**src/rtl/plni_pkg.sv**
```systemverilog
// ----------------------------------------------------------------------------
// plni_pkg
// Shared widths, register indexes and pipeline types for the periodic
// lattice neighbor index block.
// ----------------------------------------------------------------------------
`default_nettype none

package plni_pkg;

	localparam int AXES            = 4;
	localparam int IDX_W           = 32;
	localparam int SIDE_W          = 9;
	localparam int COORD_W         = 8;
	localparam int DIMS_W          = 3;
	localparam int DIR_W           = 2;
	localparam int STRIDE_W        = IDX_W + 1;
	localparam int REG_IDX_W       = 3;
	localparam int STEPS           = 8;
	localparam int STAGES_PER_AXIS = IDX_W / STEPS;
	localparam int SETTLE          = AXES + 2;
	localparam int SETTLE_W        = 3;

	localparam logic [REG_IDX_W-1:0] REG_NUM_DIMS = 3'd0;
	localparam logic [REG_IDX_W-1:0] REG_SIDE_0   = 3'd1;
	localparam logic [REG_IDX_W-1:0] REG_SIDE_1   = 3'd2;
	localparam logic [REG_IDX_W-1:0] REG_SIDE_2   = 3'd3;
	localparam logic [REG_IDX_W-1:0] REG_SIDE_3   = 3'd4;

	// Lattice geometry as seen by the datapath, derived from the registers.
	typedef struct packed {
		logic                                  settled;
		logic [DIMS_W-1:0]                     dims;
		logic [AXES-1:0][SIDE_W-1:0]           side;
		logic [AXES:0][STRIDE_W-1:0]           stride;
		logic [AXES-1:0][IDX_W-1:0]            wrap;
		logic [STRIDE_W-1:0]                   vol;
	} cfg_t;

	// One site on its way through the radix decomposition.
	typedef struct packed {
		logic [IDX_W-1:0]                      idx;
		logic [IDX_W-1:0]                      rest;
		logic [COORD_W-1:0]                    rem;
		logic [AXES-1:0][COORD_W-1:0]          coord;
		logic                                  err;
	} pipe_t;

endpackage

`default_nettype wire

```
**src/rtl/plni_div_stage.sv**
```systemverilog
// ----------------------------------------------------------------------------
// plni_div_stage
// One stage of the mixed-radix decomposition: STEPS restoring division steps
// of the running quotient by the side length of one axis.
// ----------------------------------------------------------------------------
`default_nettype none

module plni_div_stage
	import plni_pkg::*;
#(
	parameter int AXIS    = 0,
	parameter bit LAST    = 1'b0
) (
	input  wire logic               clk,
	input  wire logic               arst_n,
	input  wire logic               adv,
	input  wire logic [SIDE_W-1:0]  side,
	input  wire logic               vld_i,
	input       pipe_t              data_i,
	output      logic               vld_o,
	output      pipe_t              data_o
);

	logic  vld_s1;
	pipe_t data_s1;
	pipe_t data_c;

	always_comb begin
		logic [SIDE_W-1:0]  r;
		logic [IDX_W-1:0]   rest;
		logic [COORD_W-1:0] rem;
		data_c = data_i;
		rest   = data_i.rest;
		rem    = data_i.rem;
		// The dividend shifts out at the top while quotient bits enter below.
		for (int i = 0; i < STEPS; i++) begin
			r    = {rem, rest[IDX_W-1]};
			rest = {rest[IDX_W-2:0], 1'b0};
			if (r >= side) begin
				r       = r - side;
				rest[0] = 1'b1;
			end
			rem = r[COORD_W-1:0];
		end
		data_c.rest = rest;
		data_c.rem  = rem;
		if (LAST) begin
			data_c.coord[AXIS] = rem;
			data_c.rem         = '0;
		end
	end

	always_ff @(posedge clk or negedge arst_n) begin
		if (!arst_n) begin
			vld_s1 <= 1'b0;
		end else if (adv) begin
			vld_s1 <= vld_i;
		end
	end

	always_ff @(posedge clk) begin
		if (adv) begin
			data_s1 <= data_c;
		end
	end

	assign vld_o  = vld_s1;
	assign data_o = data_s1;

endmodule

`default_nettype wire

```
**config.mk**
```make
export PLATFORM = sky130hd
export DESIGN_NAME = plni_div_stage
export DESIGN_NICKNAME = d
export VERILOG_FILES = /design/src/rtl/plni_pkg.sv /design/src/rtl/plni_div_stage.sv
export SDC_FILE = /design/constraint.sdc
export NUM_CORES = 1
export LEC_CHECK = 0
export BUFFER_PORTS_ARGS = -buffer_cell sky130_fd_sc_hd__buf_2
export CAP_MARGIN = 20
export CORE_MARGIN = 2
export CORE_UTILIZATION = 45
export DETAILED_ROUTE_END_ITERATION = 16
export MAX_ROUTING_LAYER = met4
export PLACE_DENSITY = 0.73
export REMOVE_ABC_BUFFERS = 1
export SYNTH_ARGS = -nofsm -noshare
export SYNTH_HDL_FRONTEND = slang
export SYNTH_SLANG_ARGS = --single-unit
```
**constraint.sdc**
```tcl
create_clock -name clk -period 1.1 [get_ports clk]
set_clock_uncertainty 0.2 [all_clocks]
set_input_delay 0.165 -clock clk [delete_from_list [all_inputs] [get_ports clk]]
set_output_delay 0.165 -clock clk [all_outputs]
set_load 0.005 [all_outputs]
```
======== Yosys cells after proc, flatten, opt, wreduce, memory -nomap -nowiden ========
Cells that the tools add are included.
operators by class
  muxes and demuxes ....................... 16
  add/subtract/negate cells ............... 8
  order comparisons ....................... 8
operators with widths
  cell                 number
  >= comparator 9 bit  8
  2-to-1 mux 8 bit     8
  subtractor 8 bit     8
  2-to-1 mux 1 bit     8
word-level totals
  input port bits ......................... 118
  output and inout bits ................... 106
  logic and storage cells ................. 41
  bits in registers ....................... 106

======== Depth between registers and ports, before layout ========
  depth after elaboration ................. 16
  gate-level depth with buffers ........... 72

======== Least setup slack after synthesis ========
OpenSTA, ideal clock, no wires.
  kind .................................... input to register
  from .................................... input port side[5]
  to ...................................... register data_s1 (netlist bit data_o[40]), data pin
  cell stages on the path ................. 65
  data required time ...................... 0.646 ns
  slack ................................... -12.328 ns
  data arrival time ....................... 12.974 ns
  cell sequence ........................... inv_1 -> ha_1 -> a21o_1 -> a221oi_4 -> inv_1 -> o21ai_0 -> and2_1 -> inv_1 -> ha_1 -> o21a_1 -> o31a_1 -> o31ai_4 -> a211oi_1 -> a21oi_1 -> inv_1 -> ha_1 -> nor2b_1 -> o31ai_2 -> [... 29 more ...] -> ha_1 -> nor2b_1 -> o31a_1 -> o211ai_1 -> nand2_1 -> a211oi_2 -> inv_1 -> buf_6 -> a21oi_1 -> ha_1 -> nor2b_1 -> o31a_1 -> o31a_1 -> o221ai_1 -> a21oi_1 -> clkbuf_1 -> a22o_1 -> a21o_1
RTL lines
  item                  line                  text
  from (decl)           plni_div_stage.sv:17  input wire logic [SIDE_W-1:0] side,
  to (signal assigned)  plni_div_stage.sv:63  data_s1 <= data_c;
  to (decl)             plni_div_stage.sv:25  pipe_t data_s1;

==> reports/summary.txt <==
OUTCOME
-------------------------------------------------------------------------------------
Status ................................................................. finished with violations
Failing checks ......................................................... setup timing

LAYOUT
-------------------------------------------------------------------------------------
Commonest cells after routing, fill and taps aside ..................... sky130_fd_sc_hd__buf_4 (251), sky130_fd_sc_hd__buf_2 (215), sky130_fd_sc_hd__edfxtp_1 (105)
Number of fillers in the final layout ..................................          692
Signed area change from the synthesized netlist to the final layout ....       81.05%
Number of nets in the finished design ..................................         1380
Utilization after layout ...............................................       83.34%
Count of antenna diodes in the layout ..................................            0
Share of cells above drive strength 1 ..................................       57.29%
Most common cell after layout, fill and taps aside ..................... sky130_fd_sc_hd__buf_4

ROUTING
-------------------------------------------------------------------------------------
Violation count after the first detailed-routing iteration .............          616
Average via count per standard cell ....................................        5.665
Antenna-violating nets left ............................................            0
Pre-antenna DRT Iters ..................................................            7
Number of remaining DRC errors .........................................            0
Detailed-route via count ...............................................         7790
Routed Wire Length .....................................................     30.46 mm
Routed wire length per instance ........................................ 22.15 microns

CRITICAL PATH
-------------------------------------------------------------------------------------
Crit path launch type .................................................. primary input
Count of cells along the worst register-to-register path ...............            2
Largest stage delay, worst path ........................................       490 ps
Timing startpoint of the critical path .................................      side[8]
Critical path required time ............................................       990 ps
Worst reg-to-reg setup slack ...........................................        40 ps
Worst setup path category ..............................................       in2reg
CP Data Arrival Time ...................................................     12650 ps
Biggest fanout along the worst timing path .............................            6
Critical Path Slowest Stage Cell ....................................... sky130_fd_sc_hd__or4_4
Worst path most repeated cell .......................................... sky130_fd_sc_hd__ha_4
End of the worst register-to-register path .............................        vld_o
Element type at the critical path end ..................................     register
Reg-to-reg startpoint ..................................................        vld_o

GLOBAL ROUTE
-------------------------------------------------------------------------------------
Global routing usage summed across all routing layers ..................       33.09%
Largest net degree at the start of global routing ......................           22
Global-route wire length before repair .................................     40.69 mm
Sum of overflow across all layers after global routing .................            0
Initial antenna violation count ........................................            0
Number of global-route vias before repair ..............................         7770

WORST HOLD PATH
-------------------------------------------------------------------------------------
Hold EP ................................................................    data_o[7]
Min-Delay Path Depth ...................................................            2
Kind of path behind the tightest hold check ............................       in2reg
Worst Hold Launch ......................................................          adv

LOGIC SYNTHESIS
-------------------------------------------------------------------------------------
EDFF count, synth ......................................................          105
Cell variety after synth ...............................................           69
Summed instance area of the synthesized netlist ........................ 0.006972 sq mm
Sequential share of the synthesized area ...............................       45.59%
Synthesized instance count .............................................          590
Average cell area after synthesis ......................................  11.82 sq um
Async S/R FF share, synth ..............................................      0.9434%
Ys flop type ........................................................... sky130_fd_sc_hd__edfxtp_1
Register bit count reported by yosys ...................................          106
Yosys Warn Count .......................................................            0

FLOORPLAN
-------------------------------------------------------------------------------------
Initial core utilization ...............................................       46.03%
Area of the die ........................................................ 0.01650 sq mm
FP Rows ................................................................           45
IO Pins ................................................................          224
Core Area .............................................................. 0.01515 sq mm
X dimension of the die ................................................. 128.5 microns
Die Y-Extent ........................................................... 128.5 microns

PLACE
-------------------------------------------------------------------------------------
I/O Buffers ............................................................          223
HPWL after detailed placement ..........................................     17.19 mm
Placer's final routability congestion estimate .........................       0.9604

TIMING
-------------------------------------------------------------------------------------
Max Clk Rate ...........................................................    78.38 MHz
Hold violation total from the final report .............................            0
RSZ-0062 raised after global routing ...................................         true
Shortest clock period the worst path allows after layout ...............     12760 ps
Worst slew margin relative to its limit ................................       53.51%
Transition time at the pin with the least slew margin ..................     691.1 ps
Final cycle utilization of the critical path ...........................        1160%
Final-layout setup total negative slack ................................   -152870 ps
Worst Hold Margin ......................................................     65.91 ps
# setup viols final ....................................................          122
PnR worst setup slack ..................................................    -11660 ps
Max-slew violation total from the final report .........................            0

CLOCK TREE
-------------------------------------------------------------------------------------
Root buffer selected by CTS ............................................ sky130_fd_sc_hd__clkbuf_16
CTS tree ...............................................................        built
Clk sinks ..............................................................          106
Later-pin clock latency in the skew report .............................       350 ps
CTS Buf Count ..........................................................            9
Maximum buffer depth of the clock tree .................................            2
Htree depth ............................................................            3
Clock-pin slew of the registers on the worst-case setup and hold paths .        80 ps

JOB
-------------------------------------------------------------------------------------
Number of maximum-capacitance constraint violations ....................            0

area by class of cell:
| cell class | instances | area, sq um | share of cell area [%] |
|---|---|---|---|
| repair buffers | 586 | 4237 | 33.56 |
| clock buffers | 9 | 225.2 | 1.784 |
| multi-input cells | 430 | 4431 | 35.10 |
| clock inverters | 7 | 86.33 | 0.6840 |
| well taps | 188 | 235.2 | 1.864 |
| inverters | 49 | 230.2 | 1.824 |
| flip-flops and latches | 106 | 3178 | 25.18 |
logic make-up (layout without fill, tap and decap cells):
| group | after synthesis | in the layout | share of synthesized area, % |
|---|---|---|---|
| buf+inv | 54 | 651 | 3.643 |
| flops | 106 | 106 | 45.58 |
| mux | 30 | 30 | 4.900 |
| compound gates | 164 | 164 | 17.73 |
| xor+xnor | 36 | 36 | 4.523 |
| fa+ha+maj | 80 | 80 | 15.22 |
| simple gates | 120 | 120 | 8.399 |
metrics by stage:
stage / instances / instance area, sq um / setup slack [ps]
after detailed placement: 1220 / 10020 / -12030
after global placement: 1220 / 10020 / -11700
after CTS: 1356 / 12130 / -10840
final: 1375 / 12620 / -11660
after floorplan: 585 / 6933 / -13200
after global routing: 1375 / 12620 / -12220
how the worst max path moves through the flow:
stage                 endpoint  cells past startpoint
finish              data_o[39]                     63
floorplan           data_o[40]                     61
CTS                 data_o[40]                     64
global placement    data_o[40]                     66
global route        data_o[39]                     69
detailed placement  data_o[39]                     65
routing by layer:
| metal | wire length, microns | vias up | part of all wire (%) | track usage [%] |
|---|---|---|---|---|
| met2 | 15040 | 515 | 49 | 58.35 |
| met1 | 10870 | 3679 | 36 | 36.97 |
| met4 | 2215 | 0 | 7.3 | 16.42 |
| li1 | - | 3413 | - | - |
| met5 | 0 | - | 0 | - |
| met3 | 2331 | 183 | 7.7 | 4.200 |
cells in the mapped netlist, types with 8 or more instances:
cell                       number  area share (%)
sky130_fd_sc_hd__edfxtp_1     105              45
sky130_fd_sc_hd__ha_1          72              13
sky130_fd_sc_hd__inv_1         45             2.4
sky130_fd_sc_hd__nor2_1        45             2.4
sky130_fd_sc_hd__a21oi_1       40             2.9
sky130_fd_sc_hd__xnor2_1       29             3.6
sky130_fd_sc_hd__o21ai_0       26             1.9
sky130_fd_sc_hd__mux2_2        21             3.4
sky130_fd_sc_hd__nand2_1       21             1.1
sky130_fd_sc_hd__a21o_1        17             1.8
sky130_fd_sc_hd__o21a_1        15             1.6
sky130_fd_sc_hd__nand2b_1      11            0.99
sky130_fd_sc_hd__nor2b_1       10            0.90
sky130_fd_sc_hd__nand3_1        9            0.65
sky130_fd_sc_hd__fa_1           8             2.3
worst max-delay path, delay by kind of cell:
kind,cells,cell delay (ps)
compound gates,28,5670
xor+xnor,1,210
mux,4,1290
buf+inv,12,1620
simple gates,10,1570
fa+ha+maj,8,2060
sequential cells by signal, summed over array words and instances, names as in the netlist:
name and count:
data_o 105, vld_o 1
what timing repair did:
action,CTS,global route
hold buffers,94,0
endpoints found under the hold margin,93,0
pin swaps,38,30
gates resized for setup,128,78
buffers inserted,27,20
endpoints found under the setup margin,122,122
Power is not shown: default switching activity piles up to over one toggle a cycle in this logic, so the estimate is an artifact.
