===== config.mk =====
export PLATFORM = sky130hd
export DESIGN_NAME = plni_cfg
export DESIGN_NICKNAME = d
export VERILOG_FILES = /design/src/rtl/plni_pkg.sv /design/src/rtl/plni_cfg.sv
export SDC_FILE = /design/constraint.sdc
export NUM_CORES = 2
export LEC_CHECK = 0
export BUFFER_PORTS_ARGS = -buffer_cell sky130_fd_sc_hd__buf_2
export CAP_MARGIN = 10
export CORE_UTILIZATION = 57
export CTS_BUF_LIST = sky130_fd_sc_hd__clkbuf_8 sky130_fd_sc_hd__clkbuf_16
export DETAILED_ROUTE_END_ITERATION = 7
export GPL_TIMING_DRIVEN = 0
export PLACE_DENSITY = 0.87
export REMOVE_ABC_BUFFERS = 1
export SLEW_MARGIN = 30
export SYNTH_ARGS = -nofsm -noshare
export SYNTH_HDL_FRONTEND = slang
export SYNTH_SLANG_ARGS = --single-unit

===== constraint.sdc =====
create_clock -name clk -period 6.65 [get_ports clk]
set_input_delay 0.9975 -clock clk [delete_from_list [all_inputs] [get_ports clk]]
set_output_delay 0.9975 -clock clk [all_outputs]
set_load 0.01 [all_outputs]

===== src/rtl/plni_pkg.sv =====
// ----------------------------------------------------------------------------
// plni_pkg
// Shared widths, register indexes and pipeline types for the periodic
// lattice neighbor index block.
// ----------------------------------------------------------------------------
`default_nettype none

package plni_pkg;

	localparam int AXES            = 4;
	localparam int IDX_W           = 32;
	localparam int SIDE_W          = 9;
	localparam int COORD_W         = 8;
	localparam int DIMS_W          = 3;
	localparam int DIR_W           = 2;
	localparam int STRIDE_W        = IDX_W + 1;
	localparam int REG_IDX_W       = 3;
	localparam int STEPS           = 8;
	localparam int STAGES_PER_AXIS = IDX_W / STEPS;
	localparam int SETTLE          = AXES + 2;
	localparam int SETTLE_W        = 3;

	localparam logic [REG_IDX_W-1:0] REG_NUM_DIMS = 3'd0;
	localparam logic [REG_IDX_W-1:0] REG_SIDE_0   = 3'd1;
	localparam logic [REG_IDX_W-1:0] REG_SIDE_1   = 3'd2;
	localparam logic [REG_IDX_W-1:0] REG_SIDE_2   = 3'd3;
	localparam logic [REG_IDX_W-1:0] REG_SIDE_3   = 3'd4;

	// Lattice geometry as seen by the datapath, derived from the registers.
	typedef struct packed {
		logic                                  settled;
		logic [DIMS_W-1:0]                     dims;
		logic [AXES-1:0][SIDE_W-1:0]           side;
		logic [AXES:0][STRIDE_W-1:0]           stride;
		logic [AXES-1:0][IDX_W-1:0]            wrap;
		logic [STRIDE_W-1:0]                   vol;
	} cfg_t;

	// One site on its way through the radix decomposition.
	typedef struct packed {
		logic [IDX_W-1:0]                      idx;
		logic [IDX_W-1:0]                      rest;
		logic [COORD_W-1:0]                    rem;
		logic [AXES-1:0][COORD_W-1:0]          coord;
		logic                                  err;
	} pipe_t;

endpackage

`default_nettype wire


===== src/rtl/plni_cfg.sv =====
// ----------------------------------------------------------------------------
// plni_cfg
// Configuration registers and the lattice geometry derived from them:
// clamped sides, strides, wrap offsets and volume, built up register by register.
// ----------------------------------------------------------------------------
`default_nettype none

module plni_cfg
	import plni_pkg::*;
#(
	parameter int NDIM = 4,
	parameter int CW   = 8
) (
	input  wire logic                  clk,
	input  wire logic                  arst_n,
	input  wire logic                  cfg_valid,
	input  wire logic [REG_IDX_W-1:0]  cfg_index,
	input  wire logic [SIDE_W-1:0]     cfg_data,
	output      cfg_t                  cfg
);

	localparam logic [SIDE_W-1:0] SIDE_CAP = SIDE_W'(1) << CW;
	localparam logic [DIMS_W-1:0] DIMS_CAP = DIMS_W'(NDIM);

	logic [DIMS_W-1:0]            num_dims_q;
	logic [AXES-1:0][SIDE_W-1:0]  side_q;
	logic [DIMS_W-1:0]            dims_q;
	logic [AXES-1:0][SIDE_W-1:0]  sidec_q;
	logic [AXES:0][STRIDE_W-1:0]  stride_q;
	logic [AXES-1:0][IDX_W-1:0]   wrap_q;
	logic [STRIDE_W-1:0]          vol_q;
	logic [SETTLE_W-1:0]          settle_q;

	always_ff @(posedge clk or negedge arst_n) begin
		if (!arst_n) begin
			num_dims_q <= DIMS_W'(AXES);
			side_q     <= {AXES{SIDE_W'(8)}};
			settle_q   <= SETTLE_W'(SETTLE);
		end else begin
			if (cfg_valid) begin
				settle_q <= SETTLE_W'(SETTLE);
				case (cfg_index)
					REG_NUM_DIMS: num_dims_q <= cfg_data[DIMS_W-1:0];
					REG_SIDE_0:   side_q[0]  <= cfg_data;
					REG_SIDE_1:   side_q[1]  <= cfg_data;
					REG_SIDE_2:   side_q[2]  <= cfg_data;
					REG_SIDE_3:   side_q[3]  <= cfg_data;
					default: ;
				endcase
			end else if (settle_q != '0) begin
				settle_q <= settle_q - SETTLE_W'(1);
			end
		end
	end

	// The geometry is recomputed every cycle; each product depends on the one
	// registered before it, so it settles once a write has passed down the chain.
	always_ff @(posedge clk) begin
		if (num_dims_q == '0)
			dims_q <= DIMS_W'(1);
		else if (num_dims_q > DIMS_CAP)
			dims_q <= DIMS_CAP;
		else
			dims_q <= num_dims_q;
		stride_q[0] <= STRIDE_W'(1);
		for (int d = 0; d < AXES; d++) begin
			if (side_q[d] == '0)
				sidec_q[d] <= SIDE_W'(1);
			else if (side_q[d] > SIDE_CAP)
				sidec_q[d] <= SIDE_CAP;
			else
				sidec_q[d] <= side_q[d];
			stride_q[d+1] <= STRIDE_W'(stride_q[d] * sidec_q[d]);
			wrap_q[d]     <= IDX_W'((sidec_q[d] - SIDE_W'(1)) * stride_q[d][IDX_W-1:0]);
		end
		vol_q <= stride_q[dims_q];
	end

	assign cfg.settled = (settle_q == '0);
	assign cfg.dims    = dims_q;
	assign cfg.side    = sidec_q;
	assign cfg.stride  = stride_q;
	assign cfg.wrap    = wrap_q;
	assign cfg.vol     = vol_q;

endmodule

`default_nettype wire


Word-level counts from Yosys, hierarchy flattened. Cells that the tools add are included.

Register bits after elaboration: 301. Logic and storage cells: 74. Input bits: 15. Output and inout bits: 366.

Add/sub/neg operators: 5. Equality and inequality tests: 4. $lt $le $gt $ge: 6. Multiply operators: 6. Mux-type cells: 9. Reduce and logical (&&, ||, !) cells: 19.

Operator list (number): binary-select mux 33 bit (select 3 bit) (1); subtractor 9 x 1 -> 10 bit (second input constant) (4); greater-than comparator 9 bit (second input constant) (4); zero test 9 bit (4); two-way mux 9 bit (4); multiplier 33 x 9 -> 33 bit (1); two-way mux 33 bit (1); multiplier 10 x 32 -> 32 bit (1); multiplier 10 x 19 -> 29 bit (1); multiplier 18 x 9 -> 27 bit (1); multiplier 10 x 10 -> 20 bit (1); multiplier 9 x 9 -> 18 bit (1); AND reduction 2 bit (5); OR reduction 2 bit (5); zero test 3 bit (3); two-way mux 3 bit (3); equality test 3 x 2 -> 1 bit (second input constant) (2); < comparator 3 x 4 -> 1 bit (second input constant) (1); equality test 3 x 1 -> 1 bit (second input constant) (1); equality test 3 bit (second input constant) (1); greater-than comparator 3 bit (second input constant) (1); nonzero test 3 bit (1); subtractor 3 x 1 -> 3 bit (second input constant) (1); nonzero test 2 bit (1).

Longest topological paths before layout.
Depth in word-level cells: 3. Depth in mapped cells: 29.

Least setup slack after synthesis. Ideal clock, no wire load.

Path type: register -> register. From: register sidec_q, in the netlist cfg[353]. To: register wrap_q, in the netlist cfg[160]. Arrival time: 6.713 ns. Library setup time: 0.072 ns. Path buffers: 3. Cell stages (with the launch flop): 27. Path slack: -0.136 ns. Clock period less this slack: 6.786 ns. Cell sequence: dfxtp_1 > clkbuf_1 > clkbuf_1 > inv_1 > ha_1 > nand2b_1 > nor2_1 > xor2_1 > clkbuf_1 > nand2_1 > fa_1 > inv_1 > fa_1 > fa_1 > fa_1 > inv_1 > fa_1 > inv_1 > ha_1 > a211oi_1 > a21oi_1 > or3_1 > o221a_2 > a311o_1 > a31o_2 > a21oi_1 > xnor2_1.

Cells in the longest elaborated chain, start to end: 2.

Ends and longest elaborated chain: from (decl) (line plni_cfg.sv:28) `logic [AXES-1:0][SIDE_W-1:0] sidec_q;`; from (signal, indexed assignment) (line plni_cfg.sv:72) `sidec_q[d] <= side_q[d];`; subtractor 9 x 1 -> 10 bit (line plni_cfg.sv:74) `wrap_q[d] <= IDX_W'((sidec_q[d] - SIDE_W'(1)) * stride_q[d][IDX_W-1:0]);`; multiplier 10 x 32 -> 32 bit (line plni_cfg.sv:74); to (signal, indexed assignment) (line plni_cfg.sv:74); to (decl) (line plni_cfg.sv:30) `logic [AXES-1:0][IDX_W-1:0] wrap_q;`.

Every way passes these cells. A chain may end at the register's enable or synchronous reset.

Worst setup path in the final report.
From: register sidec_q, in the netlist cfg[356]. To: register wrap_q, in the netlist cfg[160].

Same word-level chain as after synthesis.

==> results.py <==
metrics = {
    "die": {
        "fp.dieW_um": 270.4,
        "num_io_pins": 381,
        "start_util": 0.5753,
        "die_h_um": 270.4,
        "num_rows": 98,
        "fp.dieArea_um2": 73110,
        "core-area_um2": 71360,
    },
    "placed_design": {
        "io_buffers": 302,
        "place_inst": 5492,
        "pre_cts_ws_ps": -865.5,
        "finalWeightedCongestion": 0.9146,
        "hpwl_mm": 75.86,
    },
    "timing": {
        "setup_violations": 1,
        "tightest_slew_ps": 1099,
        "rsz0062_at_grt": "yes",
        "relSlewSlack": 0.2661,
        "drv_slew": 0,
        "fin_crit_sh": 1.010,
        "fmax_mhz": 148.9,
        "fin_setup_tns_ps": -67.85,
        "finalHoldViolCount": 0,
        "min_period_ps": 6718,
        "setup_ws_ps": -67.85,
        "finalClockSkew_ps": 52.21,
    },
    "run_status": {
        "status": "finished, violations left",
        "failed_checks": "negative setup slack",
    },
    "drt": {
        "dr.pass1.iters": 6,
        "drtIter0Drc": 2536,
        "wl_per_cell_um": 19.79,
        "via_count": 31750,
        "wl_mm": 111.7,
        "drtAntennaViolNets": 0,
        "drc": 0,
        "viasPerCell": 5.626,
    },
    "grt": {
        "grt_max_degree": 43,
        "grt_first_pass_wirelength_mm": 174.4,
        "grt_pass1_vias": 34270,
        "antenna_found_initial": 6,
        "grt-ovfl-total": 0,
        "grtUsageTotal": 0.3015,
    },
    "yosys": {
        "ys_seq_area_frac": 0.1477,
        "ys.flop_type": "dfxtp_1",
        "synth_cells": 4469,
        "postSynthAreaPerCell_um2": 9.187,
        "ys_warn_count": 0,
        "synthTopCellsByCount": "inv_1, fa_1, nand2_1, and2_1, ha_1",
        "synth_edf_count": 0,
        "synth_compound_gate_area_share": 0.05732,
        "yosys.area_share.simple": 0.1633,
        "synth.cell_area_um2": 41060,
        "yosysMostFrequentCell": "inv_1",
        "ys_ff_latch": 292,
        "synth_top_area_share": 0.3589,
        "synth_async_sr_flop_share": 0.1438,
        "synth_top_family_by_area": "adder cells",
        "synth_adder_area_share": 0.4643,
        "yosysTopAreaCell": "fa_1",
        "synth_cell_types": 70,
        "synth_mux_area_frac": 0.01204,
        "ys_top_cells_by_area": "fa_1, dfxtp_1, ha_1",
        "synthXorXnorAreaFrac": 0.03584,
    },
    "final_layout": {
        "finalNonFillerCells": 5644,
        "finish.utilization": 0.6392,
        "syn_to_final_growth_pct": 11.11,
        "drive_gt1_frac": 0.1457,
        "nets": 5760,
    },
    "clocking": {
        "cts_tree": "yes",
        "cts.sinks": 292,
        "clock_latency_ps": 620,
        "htree_num_levels": 2,
        "cts_hold_buf": 0,
        "cts_made_buffers": 38,
        "cts.clk_slew.worst_paths_ps": 60,
        "cts_root_buffer": "clkbuf_16",
        "clock_path_buffers": 3,
    },
    "critical_path": {
        "reg2reg_depth": 21,
        "crit_path_end_kind": "register",
        "cp.arrival_ps": 7160,
        "worstPathRequired_ps": 7100,
        "critPathLaunchType": "register",
        "r2r-end": "cfg[160]$_DFF_P_",
        "crit_start": "cfg[356]$_SDFF_PP0_",
        "worstSetupPathType": "reg2reg",
        "r2r_slack_ps": -70,
        "critPathMaxFanout": 32,
        "timing.rr.start": "cfg[356]$_SDFF_PP0_",
    },
    "worst_hold_path": {
        "hold_path_class": "in2async",
    },
    "job": {
        "drv_cap": 0,
    },
}
==> placed cells by master, fill, tap and decap left out, types with 38 or more instances in the layout <==
cell	count
nor2b_1	80
and2_1	420
nor2_1	90
a21oi_1	91
clkbuf_16	41
inv_1	870
xnor2_1	114
nand2_1	542
a21o_1	41
fa_1	733
conb_1	78
o21ai_0	61
dfxtp_1	197
dfxtp_2	38
buf_4	68
ha_1	328
nand2b_1	57
buf_2	301
==> cell type report <==
class	count	area, µm²
Clock buffer	46	1061
Tap cell	950	1189
Timing Repair Buffer	398	2525
Inverter	870	3273
Fill cell	5394	25750
Sequential cell	292	6168
Clock inverter	24	246.5
Multi-Input combinational cell	3063	31150
Antenna cell	1	2.502
==> state kept, by name, summed over array words and instances (netlist names) <==
signal and cells:
vol_q 33, dims_q 3, cfg 214, side_q 36, num_dims_q 3, settle_q 3
==> timing repair <==
action / 4_1_cts / 5_1_grt
pin swaps: 17 / 36
resized for setup: 63 / 83
cloned: 2 / 3
setup buffers: 39 / 40
endpoints found under the setup margin: 33 / 17
==> layer usage <==
layer | wire length, µm | GRT usage
met1 | 38430 | 0.3423
met2 | 53370 | 0.5037
met3 | 13130 | 0.09557
met4 | 6720 | 0.1659
met5 | 69 | 0
==> cell families (layout without fill, tap and decap cells) <==
| family | count (synthesis) | in the layout |
|---|---|---|
| buffers and inverters | 1190 | 1338 |
| adder cells (fa/ha/maj) | 1082 | 1082 |
| multiplexers | 45 | 45 |
| flip-flops | 292 | 292 |
| AO/OA/AOI/OAI | 356 | 356 |
| AND/OR/NAND/NOR | 1334 | 1334 |
| other | 2 | 79 |
| XOR/XNOR | 168 | 168 |
==> per-stage QoR <==
step	cell area [µm²]	hold slack [ps]
2_1_floorplan	39710	411.3
3_3_place_gp	42410	419.1
3_5_place_dp	42910	388.3
4_1_cts	44940	409.6
5_1_grt	45620	410.1
6_report	45620	380.8
==> worst max-delay path by stage <==
stage / to / slack, ps / cells after the start
final: cfg[160]$_DFF_P_ / -70 / 21
after global routing: cfg[153]$_DFF_P_ / -210 / 27
after CTS: cfg[124]$_DFF_P_ / 7 / 27
after detailed placement: cfg[124]$_DFF_P_ / -870 / 22
after global placement: cfg[160]$_DFF_P_ / -3030 / 24
after floorplan: cfg[160]$_DFF_P_ / -830 / 23
==> worst max-delay path, cell delays in order, from the launching register on <==
cell	delay (ps)
dfxtp_4	510
nor2_2	240
nand2_2	120
nor3_4	260
xor2_4	350
buf_12	170
nand2_1	80
fa_1	600
fa_1	450
fa_1	630
fa_1	540
fa_1	520
inv_1	40
ha_2	320
o21ai_2	170
a21oi_2	60
or3_1	390
o221a_4	250
a311o_1	380
a31o_2	220
a21oi_2	150
xnor2_1	80
Power is not shown: default switching activity piles up to over one toggle a cycle in this logic, so the estimate is an artifact.
