$ cat src/rtl/plni_pkg.sv
// ----------------------------------------------------------------------------
// plni_pkg
// Shared widths, register indexes and pipeline types for the periodic
// lattice neighbor index block.
// ----------------------------------------------------------------------------
`default_nettype none

package plni_pkg;

	localparam int AXES            = 4;
	localparam int IDX_W           = 32;
	localparam int SIDE_W          = 9;
	localparam int COORD_W         = 8;
	localparam int DIMS_W          = 3;
	localparam int DIR_W           = 2;
	localparam int STRIDE_W        = IDX_W + 1;
	localparam int REG_IDX_W       = 3;
	localparam int STEPS           = 8;
	localparam int STAGES_PER_AXIS = IDX_W / STEPS;
	localparam int SETTLE          = AXES + 2;
	localparam int SETTLE_W        = 3;

	localparam logic [REG_IDX_W-1:0] REG_NUM_DIMS = 3'd0;
	localparam logic [REG_IDX_W-1:0] REG_SIDE_0   = 3'd1;
	localparam logic [REG_IDX_W-1:0] REG_SIDE_1   = 3'd2;
	localparam logic [REG_IDX_W-1:0] REG_SIDE_2   = 3'd3;
	localparam logic [REG_IDX_W-1:0] REG_SIDE_3   = 3'd4;

	// Lattice geometry as seen by the datapath, derived from the registers.
	typedef struct packed {
		logic                                  settled;
		logic [DIMS_W-1:0]                     dims;
		logic [AXES-1:0][SIDE_W-1:0]           side;
		logic [AXES:0][STRIDE_W-1:0]           stride;
		logic [AXES-1:0][IDX_W-1:0]            wrap;
		logic [STRIDE_W-1:0]                   vol;
	} cfg_t;

	// One site on its way through the radix decomposition.
	typedef struct packed {
		logic [IDX_W-1:0]                      idx;
		logic [IDX_W-1:0]                      rest;
		logic [COORD_W-1:0]                    rem;
		logic [AXES-1:0][COORD_W-1:0]          coord;
		logic                                  err;
	} pipe_t;

endpackage

`default_nettype wire

$ cat src/rtl/plni_nbr.sv
// ----------------------------------------------------------------------------
// plni_nbr
// Stride products, neighbor index arithmetic and the output stage that hands
// out one result beat per direction of a site (one beat if out of range).
// ----------------------------------------------------------------------------
`default_nettype none

module plni_nbr
	import plni_pkg::*;
(
	input  wire logic                clk,
	input  wire logic                arst_n,
	input       cfg_t                cfg,
	input  wire logic                vld_i,
	input       pipe_t               data_i,
	output      logic                adv,
	input  wire logic                out_stall,
	output      logic                out_valid,
	output      logic [DIR_W-1:0]    direction,
	output      logic [COORD_W-1:0]  coordinate,
	output      logic [IDX_W-1:0]    next_index,
	output      logic [IDX_W-1:0]    prev_index,
	output      logic                parity,
	output      logic                last,
	output      logic                range_error
);

	logic                          vld_s1;
	logic [IDX_W-1:0]              idx_s1;
	logic                          err_s1;
	logic                          par_s1;
	logic [AXES-1:0][COORD_W-1:0]  coord_s1;
	logic [AXES-1:0][IDX_W-1:0]    prod_s1;

	logic                          busy_q;
	logic [DIR_W-1:0]              dir_q;
	logic                          err_q;
	logic                          par_q;
	logic [AXES-1:0][COORD_W-1:0]  coord_q;
	logic [AXES-1:0][IDX_W-1:0]    nxt_q;
	logic [AXES-1:0][IDX_W-1:0]    prv_q;

	logic                          par_c;
	logic [AXES-1:0][IDX_W-1:0]    nxt_c;
	logic [AXES-1:0][IDX_W-1:0]    prv_c;
	logic                          last_c;
	logic                          fire;

	always_comb begin
		par_c = 1'b0;
		for (int d = 0; d < AXES; d++) begin
			if (DIMS_W'(d) < cfg.dims)
				par_c = par_c ^ data_i.coord[d][0];
		end
	end

	always_ff @(posedge clk or negedge arst_n) begin
		if (!arst_n) begin
			vld_s1 <= 1'b0;
		end else if (adv) begin
			vld_s1 <= vld_i;
		end
	end

	always_ff @(posedge clk) begin
		if (adv) begin
			idx_s1   <= data_i.idx;
			err_s1   <= data_i.err;
			par_s1   <= par_c;
			coord_s1 <= data_i.coord;
			for (int d = 0; d < AXES; d++)
				prod_s1[d] <= IDX_W'(data_i.coord[d] * cfg.stride[d][IDX_W-1:0]);
		end
	end

	// At the top edge of an axis the forward neighbor wraps to coordinate zero;
	// at coordinate zero the backward neighbor wraps to the top edge.
	always_comb begin
		for (int d = 0; d < AXES; d++) begin
			if ((SIDE_W'(coord_s1[d]) + SIDE_W'(1)) == cfg.side[d])
				nxt_c[d] = idx_s1 - prod_s1[d];
			else
				nxt_c[d] = idx_s1 + cfg.stride[d][IDX_W-1:0];
			if (coord_s1[d] == '0)
				prv_c[d] = idx_s1 + cfg.wrap[d];
			else
				prv_c[d] = idx_s1 - cfg.stride[d][IDX_W-1:0];
		end
	end

	assign last_c = err_q | ((DIMS_W'(dir_q) + DIMS_W'(1)) == cfg.dims);
	assign fire   = busy_q & ~out_stall;
	assign adv    = ~busy_q | (fire & last_c);

	always_ff @(posedge clk or negedge arst_n) begin
		if (!arst_n) begin
			busy_q <= 1'b0;
			dir_q  <= '0;
		end else if (adv) begin
			busy_q <= vld_s1;
			dir_q  <= '0;
		end else if (fire) begin
			dir_q  <= dir_q + DIR_W'(1);
		end
	end

	always_ff @(posedge clk) begin
		if (adv) begin
			err_q   <= err_s1;
			par_q   <= par_s1;
			coord_q <= coord_s1;
			nxt_q   <= nxt_c;
			prv_q   <= prv_c;
		end
	end

	assign out_valid   = busy_q;
	assign direction   = dir_q;
	assign coordinate  = err_q ? '0 : coord_q[dir_q];
	assign next_index  = err_q ? '0 : nxt_q[dir_q];
	assign prev_index  = err_q ? '0 : prv_q[dir_q];
	assign parity      = par_q & ~err_q;
	assign last        = last_c;
	assign range_error = err_q;

endmodule

`default_nettype wire
$ cat config.mk
export PLATFORM = sky130hd
export DESIGN_NAME = plni_nbr
export DESIGN_NICKNAME = d
export VERILOG_FILES = /design/src/rtl/plni_pkg.sv /design/src/rtl/plni_nbr.sv
export SDC_FILE = /design/constraint.sdc
export NUM_CORES = 2
export LEC_CHECK = 0
export BUFFER_PORTS_ARGS = -buffer_cell sky130_fd_sc_hd__buf_2
export CORE_ASPECT_RATIO = 1.5
export CORE_MARGIN = 2
export CORE_UTILIZATION = 30
export DETAILED_ROUTE_END_ITERATION = 10
export SLEW_MARGIN = 0
export SYNTH_ARGS = -nofsm -noshare
export SYNTH_HDL_FRONTEND = slang
export SYNTH_SLANG_ARGS = --single-unit
$ cat constraint.sdc
create_clock -name clk -period 35.3 [get_ports clk]
set_input_delay 1.765 -clock clk [delete_from_list [all_inputs] [get_ports clk]]
set_output_delay 1.765 -clock clk [all_outputs]
set_load 0.02 [all_outputs]
Yosys cells after proc, flatten, opt, wreduce, memory -nomap -nowiden
Index checks and enable logic that the tools add are counted.
W data, S select, Z words.
- memories: 0
- output and inout bits: 79
- register bits after elaboration: 488
- memory bits (writable): 0
- bits in latches: 0
- bits in read-only memories: 0
- reductions and logical operators: 5
- add/sub/neg operators: 22
- shifts and indexed selects: 0
- muxes and demuxes: 23
- divide/modulo/power cells: 0
- magnitude comparators: 5
- multipliers: 4
- equality and inequality tests: 5
- bitwise logic cells: 11
- operators by type and width (kind ; count):
    $mux W32 ; 12
    $add A32 B32 Y32 ; 8
    $sub A32 B32 Y32 ; 8
    $bmux W32 S2 ; 2
    $mul A8 B32 Y32 ; 4
    $add A8 B1 Y9 const B ; 4
    $eq A9 B9 Y1 ; 4
    $logic_not A8 Y1 ; 4
    $bmux W8 S2 ; 1
    $mux W8 ; 2
    $lt A1 B3 Y1 const A ; 2
    $lt A2 B3 Y1 const A ; 2
    $mux W1 ; 4
    $mux W2 ; 2
    $add A2 B1 Y3 const B ; 1
    $and A1 B1 Y1 ; 3
    $eq A3 B3 Y1 ; 1
    $lt A2 B3 Y1 const B ; 1
    $not A1 Y1 ; 3
    $xor A1 B1 Y1 ; 3
    $add A2 B1 Y2 const B ; 1
    $or A1 B1 Y1 ; 2
    $reduce_bool A2 Y1 ; 1

Depth between registers and ports, before layout
- depth after elaboration: 8
- gate-level depth with buffers: 25
- depth with buffers taken out: 23

Least setup slack after synthesis
Ideal clock, no wire load.
- path type: input to register
- start point: input port cfg[362] in the netlist's numbering
- end point: register vld_s1
- data required time: 35.103 ns
- library setup time: 0.197 ns
- data arrival time: 40.517 ns
- path buffers: 0
- setup slack: -5.414 ns
- cell stages on the path: 5
- path through: xor2_1 a31o_2 inv_1 o21ai_0 mux2_2
- cells in the longest elaborated chain, start to end: 4
- ends and longest elaborated chain (what ; line ; RTL):
    start: declaration ; plni_nbr.sv:13 ; input cfg_t cfg,
    $eq A3 B3 Y1 ; plni_nbr.sv:91 ; assign last_c = err_q | ((DIMS_W'(dir_q) + DIMS_W'(1)) == cfg.dims);
    $or A1 B1 Y1 ; plni_nbr.sv:91 ;
    named net last ; plni_nbr.sv:24 ; output logic last,
    $and A1 B1 Y1 ; plni_nbr.sv:93 ; assign adv = ~busy_q | (fire & last_c);
    $or A1 B1 Y1 ; plni_nbr.sv:93 ;
    named net adv ; plni_nbr.sv:16 ; output logic adv,
    end signal: assignment ; plni_nbr.sv:61 ; vld_s1 <= vld_i;
    end: declaration ; plni_nbr.sv:28 ; logic vld_s1;
The timed path passes the listed nets, and every way through them passes these cells.
A chain may end at the register's enable or synchronous reset.

==> out/metrics.csv <==
stage,metric,value,unit
detailed_routing,drc,0,
detailed_routing,routed_wire_length_per_instance,24.0,µm
sta,fmax,0.140,GHz
clock_tree,cts_resized,0,
layout,fraction_of_layout_instances_using_a_drive_strength_above_1,12.9,%
power_and_ir_drop,swShare,45.7,%
yosys,synth_seq_cells,488,
outcome,outcome,completed,
setup_path,timing.setup.critical_path_class,in -> reg,
detailed_routing,drtPass1Iterations,6,
detailed_routing,vias_after_detailed_routing,46997,
sta,timing.final.max_slew_violations,0,
layout,final_nets,7873,
yosys,synth_warnings,0,
floorplan,die_y,556,µm
detailed_routing,antenna_violating_nets_post_route,0,
placed_design,dpl.hpwl,177000,µm
yosys,synth_top_flop_cell,edfxtp_1,
sta,grt_setup_unrepaired,no,
clock_tree,cts_buffer_depth,3,
yosys,synth-async-reset-ratio,0.820,%
global_routing,grt_antenna_before_repair,59,
power_and_ir_drop,pwr-share-comb,62.0,%
sta,finalHoldWorstSlack,433,ps
setup_path,cp_top_family,simple AND/OR/NAND/NOR gates,
power_and_ir_drop,vdd.ir_drop.worst,0.0657,mV
yosys,yosysSeqAreaShare,24.0,%
setup_path,critPathMaxFanout,12,
sta,finalSetupViolations,0,
placed_design,placed_cells_incl_taps,8938,
clock_tree,numClockSinks,488,
floorplan,core_region_area,202000,µm²
setup_path,max_stage_delay,630,ps
global_routing,grt_max_degree,169,
sta,timing.max_slew.rel_slack,24.7,%
detailed_routing,drt-initial-drc-count,3168,
floorplan,dieWidth,372,µm
clock_tree,cts_hold_buf,0,
clock_tree,clkTransAtPathRegs,60,ps
yosys,synth_largest_type_area_fraction,23.9,%
clock_tree,cts_tree,yes,
floorplan,fp-row-count,202,
sta,final.period_utilization,20.2,%
layout,final-seq-area,14600,µm²
sta,final_hold_vio_count,0,
setup_path,critical_path.cell_chain,buf_2 -> or4_4 -> or4_4 -> or2_2 -> nor4_1 -> xnor2_1 -> mux2i_1 -> ha_1 -> nand4_1 -> inv_1 -> a21oi_1 -> nand3_1 -> a221oi_1 -> o22ai_1 -> o21a_1 -> o41a_1 -> a31oi_1 -> xnor2_1,
layout,fillers,20459,
setup_path,worst-endpoint-required,35710,ps
placed_design,gp_congestion,0.933,
yosys,post_synth_inst_count,6063,
global_routing,first_global_vias,48830,
hold_path,min-delay-path-class,reg -> reg,
clock_tree,total_setup_buffers_inserted_after_cts,0,
sta,setup_tns,0,ps
power_and_ir_drop,power-per-cell-area,77.3,nW/µm²
layout,fin_util,33.6,%
floorplan,floorplan.io_pins,554,
clock_tree,cts_made_buffers,57,
power_and_ir_drop,clock_power_share,12.2,%
clock_tree,cts_max_level,2,
power_and_ir_drop,internal_power,2.85,mW
setup_path,worst_ep_arrival_time,7540,ps
sta,finalWorstPathRequiredPeriod,7130,ps
floorplan,die_footprint,207000,µm²
yosys,synth_cell_type_count,85,
clock_tree,clock_tree.root_cell,clkbuf_16,
setup_path,worstSetupStartpointType,input port,
setup_path,crit_path_top_delay_cell,a221oi_1,
global_routing,global_route_wire_length_before_repair,317000,µm
power_and_ir_drop,power.net_switching,2.40,mW
yosys,synth.most_common_cell,and2_1,
sta,tightestPinTransition,1130,ps
power_and_ir_drop,sequentialPowerShare,25.8,%
power_and_ir_drop,p_leak,29.3,nW
global_routing,global_route_total_overflow,0,
detailed_routing,wire_length_after_detailed_routing,218000,µm
yosys,ys_top_cells_by_count,"713 x and2_1, 632 x fa_1, 608 x inv_1, 484 x edfxtp_1, 421 x ha_1",
yosys,netlist_top_cells_area,"edfxtp_1 24%, fa_1 21%, ha_1 8.6%",
layout,area_growth_syn_to_layout,11.4,%
layout,layoutNonFillerInstCount,9074,
yosys,syn_area,60900,µm²
yosys,synthesis.area_per_instance,10.0,µm²
yosys,cell_type_with_the_largest_total_area_after_synthesis,edfxtp_1,
detailed_routing,route.detailed.vias_per_inst,5.18,
floorplan,floorplan.initialDensity,30.2,%
layout,multi_input_area,43100,µm²
setup_path,crit_path_end_kind,register,
clock_tree,worst_skew_pair.late_latency,720,ps
global_routing,grt_use_total,20.8,%
flow_run,maxCapViolCount,0,
placed_design,placement.io_buffers,442,
yosys,postSynthNetCount,7591,
setup_path,critical_path_buf_inv_count,2,
yosys,synth_edf_count,484,
sta,finalClockSkew,76.3,ps
[routing by layer]
| metal | routed length (µm) | GRT usage (%) | vias to the layer above |
|---|---|---|---|
| li1 | - | - | 21201 |
| met1 | 92600 | 27.0 | 23873 |
| met2 | 99100 | 33.6 | 1583 |
| met3 | 15500 | 3.90 | 304 |
| met4 | 10200 | 8.93 | 36 |
| met5 | 209 | 0 | - |
[power groups by stage]
| stage | clock [mW] | combinational (mW) | sequential, mW |
|---|---|---|---|
| 6_report | 0.642 | 3.25 | 1.35 |
| 5_1_grt | 0.675 | 3.60 | 1.38 |
| 4_1_cts | 0.659 | 3.25 | 1.35 |
| 3_5_place_dp | 0 | 3.21 | 1.36 |
| 3_3_place_gp | 0 | 3.18 | 1.36 |
| 2_1_floorplan | 0 | 2.33 | 1.48 |
[worst paths after layout]
kind	startpoint	to	slack, ps	depth (start not counted)
max in group asynchronous	arst_n	direction[1]	34320	1
max	cfg[198]	nxt_q[63]	28170	18
max reg2reg	coord_s1[8]	nxt_q[63]	28840	19
min	err_s1	range_error	430	0
min in group asynchronous	arst_n	direction[0]	840	1
min reg2reg	err_s1	range_error	430	0
[placed cells by master, fill, tap and decap left out, types with 165 or more instances in the layout]
cell type,n
ha_1,421
edfxtp_1,484
nand2_1,373
fa_1,632
inv_1,608
a21oi_1,269
a21o_1,165
nor2_1,265
buf_2,442
and2_1,713
xnor2_1,355
[flip-flops by register name (all words and copies together), names as in the netlist]
register and flops:
direction 2, vld_s1 1, idx_s1 32, coord_q 32, par_s1 1, prv_q 128, par_q 1, range_error 1
out_valid 1, nxt_q 128, coord_s1 32, prod_s1 128, err_s1 1
[kinds of logic after synthesis]
kind of cell | Yosys count | share of synthesized area [%]
multiplexers | 329 | 7.15
buffers and inverters | 862 | 5.33
XOR/XNOR | 507 | 7.29
AND/OR/NAND/NOR | 1882 | 16.7
adder cells (fa/ha/maj) | 1053 | 29.4
flip-flops | 488 | 24.0
AO/OA/AOI/OAI | 942 | 10.1
[stage by stage]
| stage | total power, mW | worst slack [ps] | cell area (µm²) |
|---|---|---|---|
| after floorplan | 3.81 | 8730 | 60900 |
| final | 5.25 | 28170 | 67900 |
| after CTS | 5.26 | 28310 | 67800 |
| after detailed placement | 4.57 | 27580 | 65800 |
| after global routing | 5.65 | 28050 | 67800 |
| after global placement | 4.54 | 27580 | 65800 |
[area by class of cell]
| type | instances | area share (%) |
|---|---|---|
| tap | 2652 | 4.89 |
| clock buffer | 68 | 2.19 |
| inverter | 608 | 3.36 |
| multi-input combinational | 4713 | 63.5 |
| antenna | 34 | 0.125 |
| clock inverter | 34 | 0.708 |
| timing repair buffer | 477 | 3.68 |
| sequential | 488 | 21.6 |
Power figures use the tool's default switching activity.
